===== src/rtl/dcdroop_pkg.sv =====
// Shared constants and register map for the DC droop voltage setpoint block.
`default_nettype none

package dcdroop_pkg;

  localparam int unsigned CurW   = 16;
  localparam int unsigned VoltW  = 16;
  localparam int unsigned PowW   = 24;
  localparam int unsigned AddrW  = 5;
  localparam int unsigned DataW  = 32;
  localparam int unsigned DivSteps = 16;

  // Register indexes on the configuration port (byte address is 4 * index).
  localparam logic [2:0] RegBaseVoltage = 3'd0;
  localparam logic [2:0] RegSlope       = 3'd1;
  localparam logic [2:0] RegPowerLimit  = 3'd2;
  localparam logic [2:0] RegNoLoadVolt  = 3'd3;
  localparam logic [2:0] RegMinCurrent  = 3'd4;

  localparam logic [15:0] BaseVoltageRst = 16'd3840;
  localparam logic [15:0] SlopeRst       = 16'hEE14;  // -4588
  localparam logic [23:0] PowerLimitRst  = 24'd15360;
  localparam logic [15:0] NoLoadVoltRst  = 16'd3840;
  localparam logic [15:0] MinCurrentRst  = 16'd26;

  localparam logic [15:0] VoltMax = 16'hFFFF;

endpackage

`default_nettype wire


===== src/rtl/dc_droop_voltage_setpoint_top.sv =====
// Top level of the DC droop voltage setpoint block: registers, sequencer and shared datapath.
`default_nettype none

// One current sample in, one voltage/power beat out. A sample below min_current
// goes from accept straight to the state that loads the output register. Any
// other sample runs through one shared 17x17 multiplier and one shared
// restoring divider. When both the droop and the power limit divisions run,
// the steps are, in order: the slope product, the denominator check, the droop
// division, the power product, the limit check, the limit division and the load
// of the output register; without the limit division the limit check goes
// straight to the load. The next sample is accepted only once the block is back
// in idle after the load, so a new sample is never taken before the last one is
// through. The input is stalled while a sample is in work; a finished beat waits
// in the output register so the next sample can be accepted, and a sample that
// finishes while that beat is still stalled waits until the receiver takes it.
// The configuration registers must only be written while no sample is in work.
module dc_droop_voltage_setpoint_top (
  input  logic                          clk,
  input  logic                          rst,
  // Configuration port
  input  logic                          psel,
  input  logic                          penable,
  input  logic                          pwrite,
  input  logic [dcdroop_pkg::AddrW-1:0] paddr,
  input  logic [dcdroop_pkg::DataW-1:0] pwdata,
  output logic [dcdroop_pkg::DataW-1:0] prdata,
  output logic                          pready,
  // Input channel
  input  logic                          in_valid,
  output logic                          in_stall,
  input  logic [dcdroop_pkg::CurW-1:0]  current,
  // Output channel
  output logic                          out_valid,
  input  logic                          out_stall,
  output logic [dcdroop_pkg::VoltW-1:0] voltage,
  output logic [dcdroop_pkg::PowW-1:0]  power,
  output logic                          power_limited,
  output logic                          below_min
);
  import dcdroop_pkg::*;

  typedef enum logic [2:0] {
    S_IDLE,
    S_MUL_DEN,
    S_DEN,
    S_DIV_V,
    S_MUL_P,
    S_PWR,
    S_DIV_L,
    S_DONE
  } state_t;

  state_t state;

  // Configuration registers
  logic [15:0] base_voltage;
  logic [15:0] slope;
  logic [23:0] power_limit;
  logic [15:0] no_load_voltage;
  logic [15:0] min_current;

  logic [23:0] last_power;

  // Working registers
  logic [CurW-1:0]  cur_q;
  logic [33:0]      prod;
  logic [31:0]      dvs;
  logic [31:0]      rem;
  logic [15:0]      shl;
  logic [3:0]       cnt;
  logic [VoltW-1:0] volt_r;
  logic [PowW-1:0]  pwr_r;
  logic             lim_r;
  logic             bm_r;

  logic        cfg_wr;
  logic [2:0]  cfg_idx;

  assign pready  = 1'b1;
  assign cfg_wr  = psel && penable && pwrite;
  assign cfg_idx = paddr[AddrW-1:2];

  always_ff @(posedge clk) begin
    if (rst) begin
      base_voltage    <= BaseVoltageRst;
      slope           <= SlopeRst;
      power_limit     <= PowerLimitRst;
      no_load_voltage <= NoLoadVoltRst;
      min_current     <= MinCurrentRst;
    end else if (cfg_wr) begin
      unique case (cfg_idx)
        RegBaseVoltage: base_voltage    <= pwdata[15:0];
        RegSlope:       slope           <= pwdata[15:0];
        RegPowerLimit:  power_limit     <= pwdata[23:0];
        RegNoLoadVolt:  no_load_voltage <= pwdata[15:0];
        RegMinCurrent:  min_current     <= pwdata[15:0];
        default: ;
      endcase
    end
  end

  always_comb begin
    unique case (cfg_idx)
      RegBaseVoltage: prdata = {16'b0, base_voltage};
      RegSlope:       prdata = {16'b0, slope};
      RegPowerLimit:  prdata = {8'b0, power_limit};
      RegNoLoadVolt:  prdata = {16'b0, no_load_voltage};
      RegMinCurrent:  prdata = {16'b0, min_current};
      default:        prdata = '0;
    endcase
  end

  // Shared multiplier: slope times current, then voltage times current.
  logic signed [16:0] mul_a;
  logic signed [16:0] mul_b;
  logic signed [33:0] mul_p;

  always_comb begin
    if (state == S_MUL_DEN) begin
      mul_a = $signed({1'b0, cur_q});
      mul_b = $signed({slope[15], slope});
    end else begin
      mul_a = $signed({1'b0, volt_r});
      mul_b = $signed({1'b0, cur_q});
    end
  end
  assign mul_p = mul_a * mul_b;

  // Denominator of the droop curve in signed Q11.24.
  logic signed [34:0] den;
  logic               den_pos;
  logic               droop_ovf;
  assign den       = $signed(35'sd16777216) - $signed({prod[33], prod});
  assign den_pos   = !den[34] && (den != '0);
  assign droop_ovf = ({8'b0, base_voltage, 8'b0} >= den[31:0]);

  // Shared restoring divider step: one quotient bit per cycle.
  logic [32:0] div_r2;
  logic        div_ge;
  logic [32:0] div_diff;
  logic [31:0] rem_next;
  assign div_r2   = {rem, shl[15]};
  assign div_ge   = div_r2 >= {1'b0, dvs};
  assign div_diff = div_r2 - {1'b0, dvs};
  assign rem_next = div_ge ? div_diff[31:0] : div_r2[31:0];
  logic div_last;
  assign div_last = (cnt == 4'(DivSteps - 1));

  logic [23:0] pwr_raw;
  assign pwr_raw = prod[31:8];

  assign in_stall = (state != S_IDLE);

  always_ff @(posedge clk) begin
    if (rst) begin
      state      <= S_IDLE;
      out_valid  <= 1'b0;
      last_power <= '0;
      cnt        <= '0;
    end else begin
      // A beat that leaves is cleared here unless S_DONE loads the next one.
      if (out_valid && !out_stall && (state != S_DONE)) begin
        out_valid <= 1'b0;
      end
      unique case (state)
        S_IDLE: begin
          if (in_valid) begin
            cur_q <= current;
            if (current < min_current) begin
              volt_r <= no_load_voltage;
              pwr_r  <= last_power;
              lim_r  <= 1'b0;
              bm_r   <= 1'b1;
              state  <= S_DONE;
            end else begin
              bm_r  <= 1'b0;
              lim_r <= 1'b0;
              state <= S_MUL_DEN;
            end
          end
        end
        S_MUL_DEN: begin
          prod  <= mul_p;
          state <= S_DEN;
        end
        S_DEN: begin
          // A non-positive denominator counts as a division by zero.
          if (!den_pos || droop_ovf) begin
            volt_r <= VoltMax;
            state  <= S_MUL_P;
          end else begin
            dvs   <= den[31:0];
            rem   <= {8'b0, base_voltage, 8'b0};
            shl   <= '0;
            cnt   <= '0;
            state <= S_DIV_V;
          end
        end
        S_DIV_V, S_DIV_L: begin
          rem    <= rem_next;
          shl    <= {shl[14:0], 1'b0};
          volt_r <= {volt_r[14:0], div_ge};
          cnt    <= cnt + 4'd1;
          if (div_last) begin
            state <= (state == S_DIV_V) ? S_MUL_P : S_DONE;
          end
        end
        S_MUL_P: begin
          prod  <= mul_p;
          state <= S_PWR;
        end
        S_PWR: begin
          if (pwr_raw >= power_limit) begin
            pwr_r      <= power_limit;
            last_power <= power_limit;
            lim_r      <= 1'b1;
            // Quotient would not fit in 16 bits; also covers zero current.
            if (power_limit[23:8] >= cur_q) begin
              volt_r <= VoltMax;
              state  <= S_DONE;
            end else begin
              dvs   <= {16'b0, cur_q};
              rem   <= {16'b0, power_limit[23:8]};
              shl   <= {power_limit[7:0], 8'b0};
              cnt   <= '0;
              state <= S_DIV_L;
            end
          end else begin
            pwr_r      <= pwr_raw;
            last_power <= pwr_raw;
            state      <= S_DONE;
          end
        end
        S_DONE: begin
          if (!out_valid || !out_stall) begin
            out_valid     <= 1'b1;
            voltage       <= volt_r;
            power         <= pwr_r;
            power_limited <= lim_r;
            below_min     <= bm_r;
            state         <= S_IDLE;
          end
        end
        default: state <= S_IDLE;
      endcase
    end
  end

  a_reset_clears_out: assert property (@(posedge clk) rst |=> !out_valid)
    else $error("output beat valid right after reset");

  a_busy_after_accept: assert property (@(posedge clk) disable iff (rst)
    (in_valid && !in_stall) |=> in_stall)
    else $error("input accepted again before the sample finished");

  a_flags_exclusive: assert property (@(posedge clk) disable iff (rst)
    out_valid |-> !(below_min && power_limited))
    else $error("below-minimum beat flagged as power limited");

  a_div_count: assert property (@(posedge clk) disable iff (rst)
    ((state == S_DIV_V) && div_last) |=> (state == S_MUL_P))
    else $error("droop division did not hand over to the power step");

endmodule

`default_nettype wire


===== config.mk =====
export PLATFORM = sky130hd
export DESIGN_NAME = dc_droop_voltage_setpoint_top
export DESIGN_NICKNAME = d
export VERILOG_FILES = /design/src/rtl/dcdroop_pkg.sv /design/src/rtl/dc_droop_voltage_setpoint_top.sv
export SDC_FILE = /design/constraint.sdc
export NUM_CORES = 1
export LEC_CHECK = 0
export BUFFER_PORTS_ARGS = -buffer_cell sky130_fd_sc_hd__buf_4
export CORE_UTILIZATION = 26
export CTS_BUF_LIST = sky130_fd_sc_hd__clkbuf_8
export CTS_CLUSTER_DIAMETER = 40
export CTS_CLUSTER_SIZE = 20
export DETAILED_ROUTE_END_ITERATION = 8
export PLACE_DENSITY = 0.44
export SYNTH_ARGS = -nofsm -noshare
export SYNTH_HDL_FRONTEND = slang
export SYNTH_SLANG_ARGS = --single-unit

===== constraint.sdc =====
create_clock -name clk -period 11 [get_ports clk]
set_input_delay 2.75 -clock clk [delete_from_list [all_inputs] [get_ports clk]]
set_output_delay 2.75 -clock clk [all_outputs]
set_load 0.005 [all_outputs]

==> run metrics, run 1 <==
Worst Setup End Kind=flip-flop; Yosys top cell area share=23.0%; most area-hungry cell type in the Yosys netlist=edfxtp_1; Distinct cells, synth=88; Hold-fix buffers, CTS=0; R2R cell count=26; CP arrival=9660 ps; startpoint types=flip-flop; grt ovf=0; final hold vios=0; EDFF count, synth=206; H-tree levels=2; Via density=4.73; fmax=108 MHz; register area share after synthesis=32.0%; CTS Buf Count=53; Residual DRC=0; Post-CTS Resized=0; die footprint=105000 sq um; R2R Path Start=state[0]; fin util=30.1%; P&R area growth vs syn=14.4%; IO Pins=137; CP most frequent cell=fa_1; drt wl/cell=21.1 microns; ratio of cells with drive above 1 in the final layout=10.8%; Starting DRT DRC Count=1448; Worst path depth=26; final worst-path cycle share=84.0%; row count=117; Post-Synth XOR/XNOR Area=2.64%; Crit path max-delay family=adder cells; Synth top cells by count=inv_1 (420), nand2_1 (388), nor2_1 (277); kind of critical path=reg -> reg; CTS tree=done; post-synthesis adder-cell area fraction=26.4%; crit path to=prod[32]; final WL=93.7 mm; Max stage delay on crit path=900 ps; post-synthesis async set-or-reset flop share=0%; RSZ-0062 raised after global routing=no; worst min path class=reg -> reg; worst reg2reg setup slack=1760 ps; Compound-Gate Fraction of Synth Area=12.0%; largest net degree at the start of global routing=93; Worst Path Buf+Inv=5; fin nets=3525; CTS Sinks=326; Reg clk slew, reported paths=80 ps; DR pass1 iterations=7; Slew HR=15.5%; area of the mapped netlist=26800 sq um; Slew @ Worst Pin=1260 ps; Critical path origin=state[0]; Setup Buffers After CTS=0; starting density of the core=26.3%; minimum clock period=9240 ps; RePlAce Congestion=0.902; Syn Area/Cell=9.21 sq um; multiplexer area fraction after synthesis=3.33%; gr usage total=17.8%; area of the core=102000 sq um; clock latency on the worst-skew pair=710 ps; Crit Path Max Fanout=27; post-DP HPWL=73.2 mm; CTS root buf=clkbuf_8; Min Hold Slack=423 ps; initial antenna violation count=1; ys flop type=edfxtp_1; Yosys warnings=0; die width=323 microns; most common cell in the synthesized netlist=inv_1; simple-gate share of the synthesized area=15.8%; Critical-path top delay cell=mux2i_2; Cells after Synth=2915; Setup Skew=81.9 ps; vias in the first global route=20.8k; Clock Tree Buf Depth=3; Worst Path Required=11420 ps; Routed Antenna Nets=0; status=finished, final reports clean; first-pass GRT wire length=136 mm; Die H=323 microns; R2R Path End=prod[32]; post-route insts no fill=4438; Placed Cells incl. Taps=4337; max-slew violations=0; number of I/O port buffers=117; final setup vio count=0; largest family of logic cells by synthesized area=adder cells; synth top area cells=edfxtp_1 (23%), fa_1 (16%), ha_1 (11%), dfxtp_1 (8.9%), inv_1 (5.9%); setup TNS=0 ps; routed vias=21.0k; Max-Cap Viols=0; FF+latch count, synth=326
==> cells by family after synthesis <==
family                   count (synthesis)
multiplexers                            87
XOR/XNOR                                81
buffers and inverters                  546
other                                    2
flip-flops                             326
AND/OR/NAND/NOR                        931
AO/OA/AOI/OAI                          501
adder cells (fa/ha/maj)                441
==> per-stage QoR <==
stage | worst slack, ps | area [sq um]
after global routing | 1200 | 30700
after detailed placement | 1800 | 29500
after CTS | 1730 | 30700
after floorplan | 3170 | 26900
after global placement | 1790 | 29500
final | 1760 | 30700
==> worst min-delay path by stage <==
stage / start / slack [ps] / end / cells past startpoint
after floorplan: bm_r / 400 / below_min / 0
after global placement: lim_r / 400 / power_limited / 0
after detailed placement: pwr_r[16] / 410 / power[16] / 0
after CTS: pwr_r[6] / 430 / power[6] / 0
after global routing: pwr_r[6] / 430 / power[6] / 0
final: pwr_r[6] / 420 / power[6] / 0
==> cell usage in the layout (no fill, tap or decap), drive strengths merged, types with 13 or more instances in the layout <==
cell and n:
inv 438, nand2 388, nor2 277, ha 231
fa 210, edfxtp 206, buf 171, a21oi 165
dfxtp 120, o21ai 120, mux2i 71, clkbuf 54
a21o 49, xnor2 46, nand3 40, xor2 35
nor2b 35, nor3 32, nand3b 23, nand2b 21
clkinv 21, a221o 18, nor4 18, o22a 16
mux2 16, nand4 15, and3 15, a211oi 14
or3 13, o21bai 13
==> per-layer routing <==
metal	up-vias	global-route usage [%]	share of wire (%)
li1	9993	-	-
met1	10400	23.5	44
met2	474	30.5	49
met3	117	1.39	3.8
met4	0	5.75	3.0
met5	-	0	0
==> area by class of cell <==
class	count	area [sq um]
timing repair buffer	171	1280
inverter	422	1580
fill	10900	71300
sequential	326	8590
tap	1368	1710
multi-input combinational	2050	16300
clock inverter	45	518
antenna	2	5.00
clock buffer	54	743
==> flip-flops by register name, summed over array words and instances (netlist names), 24 cells and up <==
name / count
last_power: 24
rem: 32
power_limit: 24
prod: 34
pwr_r: 24
power: 24
dvs: 32
Power of run 1 is not shown: default switching activity piles up to over one toggle a cycle in this logic, so the estimate is an artifact.
==> inputs of run 2 (changes only) <==
--- a/config.mk
+++ b/config.mk
@@ -5,13 +5,14 @@
 export SDC_FILE = /design/constraint.sdc
 export NUM_CORES = 1
 export LEC_CHECK = 0
+export ABC_AREA = 1
 export BUFFER_PORTS_ARGS = -buffer_cell sky130_fd_sc_hd__buf_4
 export CORE_UTILIZATION = 26
 export CTS_BUF_LIST = sky130_fd_sc_hd__clkbuf_8
 export CTS_CLUSTER_DIAMETER = 40
 export CTS_CLUSTER_SIZE = 20
 export DETAILED_ROUTE_END_ITERATION = 8
-export PLACE_DENSITY = 0.44
+export PLACE_DENSITY = 0.46
 export SYNTH_ARGS = -nofsm -noshare
 export SYNTH_HDL_FRONTEND = slang
 export SYNTH_SLANG_ARGS = --single-unit
==> constraint.sdc (replaced) <==
create_clock -name clk -period 7.55 [get_ports clk]
set_input_delay 1.8875 -clock clk [delete_from_list [all_inputs] [get_ports clk]]
set_output_delay 1.8875 -clock clk [all_outputs]
set_load 0.005 [all_outputs]
==> run 2 against run 1 <==
Net effect: routed wire length decreased by 1.2%; sequential share of layout area decreased by 0.17 points; critical path depth increased by 7; maximum frequency increased by 29%; synthesized cell count increased by 10%; first-iteration DRC count increased by 21%; register-to-register slack got worse by 1400 ps.
==> run metrics, run 2 <==
fin nets=3898 (was 3525); Critical path origin=state[0] (unchanged); initial antenna violation count=2 (was 1); Slew @ Worst Pin=1230 ps (was 1260 ps); Via density=4.64 (was 4.73); final worst-path cycle share=94.8% (was 84.0%); post-DP HPWL=75.2 mm (was 73.2 mm); FF+latch count, synth=326 (unchanged); Starting DRT DRC Count=1751 (was 1448); max-slew violations=0 (unchanged); area of the core=102000 sq um (about the same); Routed Antenna Nets=0 (unchanged); crit path to=prod[31] (was prod[32]); RePlAce Congestion=0.947 (was 0.902); Setup Skew=44.5 ps (was 81.9 ps); Residual DRC=0 (unchanged); Distinct cells, synth=50 (was 88); Yosys warnings=0 (unchanged); R2R Path End=prod[31] (was prod[32]); Min Hold Slack=417 ps (was 423 ps); worst min path class=reg -> reg (unchanged); IO Pins=137 (unchanged); die width=323 microns (about the same); Worst Setup End Kind=flip-flop (unchanged); vias in the first global route=21.5k (was 20.8k); minimum clock period=7160 ps (was 9240 ps); Hold-fix buffers, CTS=0 (unchanged); Post-CTS Resized=0 (unchanged); most area-hungry cell type in the Yosys netlist=edfxtp_1 (unchanged); number of I/O port buffers=117 (unchanged); met1 WL=44.7 mm (was 41.4 mm); commonest non-fill, non-tap cells in the layout=inv_1 (556), nand2_1 (542), nor2_1 (392) (was inv_1 (425), nand2_1 (388), nor2_1 (276)); Largest register FFs=34 (unchanged); RSZ-0062 raised after global routing=no (unchanged); CP arrival=7570 ps (was 9660 ps); final hold vios=0 (unchanged); Reg clk slew, reported paths=90 ps (was 80 ps); Crit path max-delay family=adder cells (unchanged); worst reg2reg setup slack=390 ps (was 1760 ps); Worst Path Buf+Inv=13 (was 5); EDFF count, synth=206 (unchanged); ys flop type=edfxtp_1 (unchanged); post-synthesis async set-or-reset flop share=0% (unchanged); Most flops, register=prod (unchanged); Die H=323 microns (about the same); DR pass1 iterations=5 (was 7); Syn Area/Cell=8.33 sq um (was 9.21 sq um); met2 routed WL=40.1 mm (was 45.9 mm); Setup Buffers After CTS=0 (unchanged); starting density of the core=26.3% (about the same); R2R cell count=33 (was 26); CTS Buf Count=46 (was 53); H-tree levels=2 (unchanged); final WL=92.6 mm (was 93.7 mm); register area share after synthesis=32.1% (was 32.0%); P&R area growth vs syn=15.5% (was 14.4%); final setup vio count=0 (unchanged); die footprint=104000 sq um (was 105000 sq um); Worst Path Required=7960 ps (was 11420 ps); Crit Path Max Fanout=16 (was 27); largest net degree at the start of global routing=86 (was 93); fmax=140 MHz (was 108 MHz); CTS root buf=clkbuf_8 (unchanged); dpl cell area=29900 sq um (was 29500 sq um); gr usage total=17.8% (about the same); Synth top cells by count=inv_1 (558), nand2_1 (542), nor2_1 (394) (was inv_1 (420), nand2_1 (388), nor2_1 (277)); drt wl/cell=19.3 microns (was 21.1 microns); Max stage delay on crit path=560 ps (was 900 ps); clock latency on the worst-skew pair=680 ps (was 710 ps); row count=117 (unchanged); synth top area cells=edfxtp_1 (23%), fa_1 (16%), ha_1 (11%), dfxtp_1 (9.0%), inv_1 (7.8%) (was edfxtp_1 (23%), fa_1 (16%), ha_1 (11%), dfxtp_1 (8.9%), inv_1 (5.9%)); most common cell after layout, fill and taps aside=inv_1 (unchanged); Clock Tree Buf Depth=3 (unchanged); met3 WL=5.36 mm (was 3.61 mm); CTS Sinks=326 (unchanged); finished layout cell area=30900 sq um (was 30700 sq um); ratio of cells with drive above 1 in the final layout=11.1% (was 10.8%); R2R Path Start=state[0] (unchanged); routed vias=22.3k (was 21.0k); CP most frequent cell=inv_1 (was fa_1); setup TNS=0 ps (unchanged); Top Layer Used=met4 (unchanged); most common cell in the synthesized netlist=inv_1 (unchanged); Max-Cap Viols=0 (unchanged); first-pass GRT wire length=138 mm (was 136 mm); kind of critical path=reg -> reg (unchanged); Cells after Synth=3215 (was 2915); biggest regs=prod: 34 flops, dvs: 32 flops, rem: 32 flops (unchanged); startpoint types=flip-flop (unchanged); grt ovf=0 (unchanged); status=finished, final reports clean (unchanged); Slew HR=17.4% (was 15.5%); Worst path depth=33 (was 26); Critical-path top delay cell=fa_1 (was mux2i_2); area of the mapped netlist=26800 sq um (about the same); CTS tree=done (unchanged); Yosys top cell area share=23.1% (was 23.0%)
-- run 2: cell types whose count changed after synthesis, sizes merged, moves of 41 or more --
cell and delta:
a21o -41, a21oi +56, inv +154, mux2i -71, nand2 +165, nand3 +56
nor2 +126, o21ai +112
-- run 2: cell families (layout without fill, tap and decap cells) --
| group | after synthesis | count (layout) | share of synthesized area (%) |
|---|---|---|---|
| buffers and inverters | 680 | 893 | 9.77 |
| flip-flops | 326 | 326 | 32.1 |
| AO/OA/AOI/OAI | 561 | 561 | 11.7 |
| XOR/XNOR | 67 | 67 | 2.22 |
| other | 2 | 12 | 0.0280 |
| AND/OR/NAND/NOR | 1138 | 1138 | 17.7 |
| adder cells (fa/ha/maj) | 441 | 441 | 26.5 |
-- run 2: worst min-delay path by stage --
stage / start / endpoint / cells past startpoint
finish: pwr_r[0] / power[0] / 0
global route: pwr_r[21] / power[21] / 0
CTS: pwr_r[0] / power[0] / 0
detailed placement: pwr_r[0] / power[0] / 0
global placement: pwr_r[17] / power[17] / 0
floorplan: bm_r / below_min / 0
-- run 2: area by class of cell --
cell class,instances,area [sq um]
Antenna cell,3,7.51
Timing Repair Buffer,227,1730
Fill cell,11100,71000
Multi-Input combinational cell,2216,15700
Inverter,580,2180
Sequential cell,326,8590
Clock inverter,40,389
Clock buffer,46,633
Tap cell,1368,1710
-- run 2: routing by layer --
layer	up-vias	GRT usage, %
met5	-	0
met4	0	4.81
met3	109	2.23
met2	636	27.1
met1	10800	26.2
li1	10700	-
-- run 2: through the flow --
step / setup slack [ps] / utilization (%) / std cells
global route: 0.596 / 30.3 / 4804
finish: 392 / 30.3 / 4806
global placement: 323 / 29.3 / 4717
floorplan: 867 / - / 3222
CTS: 286 / 30.3 / 4803
detailed placement: 308 / 29.3 / 4717
Power of run 2 is left out for the same reason.
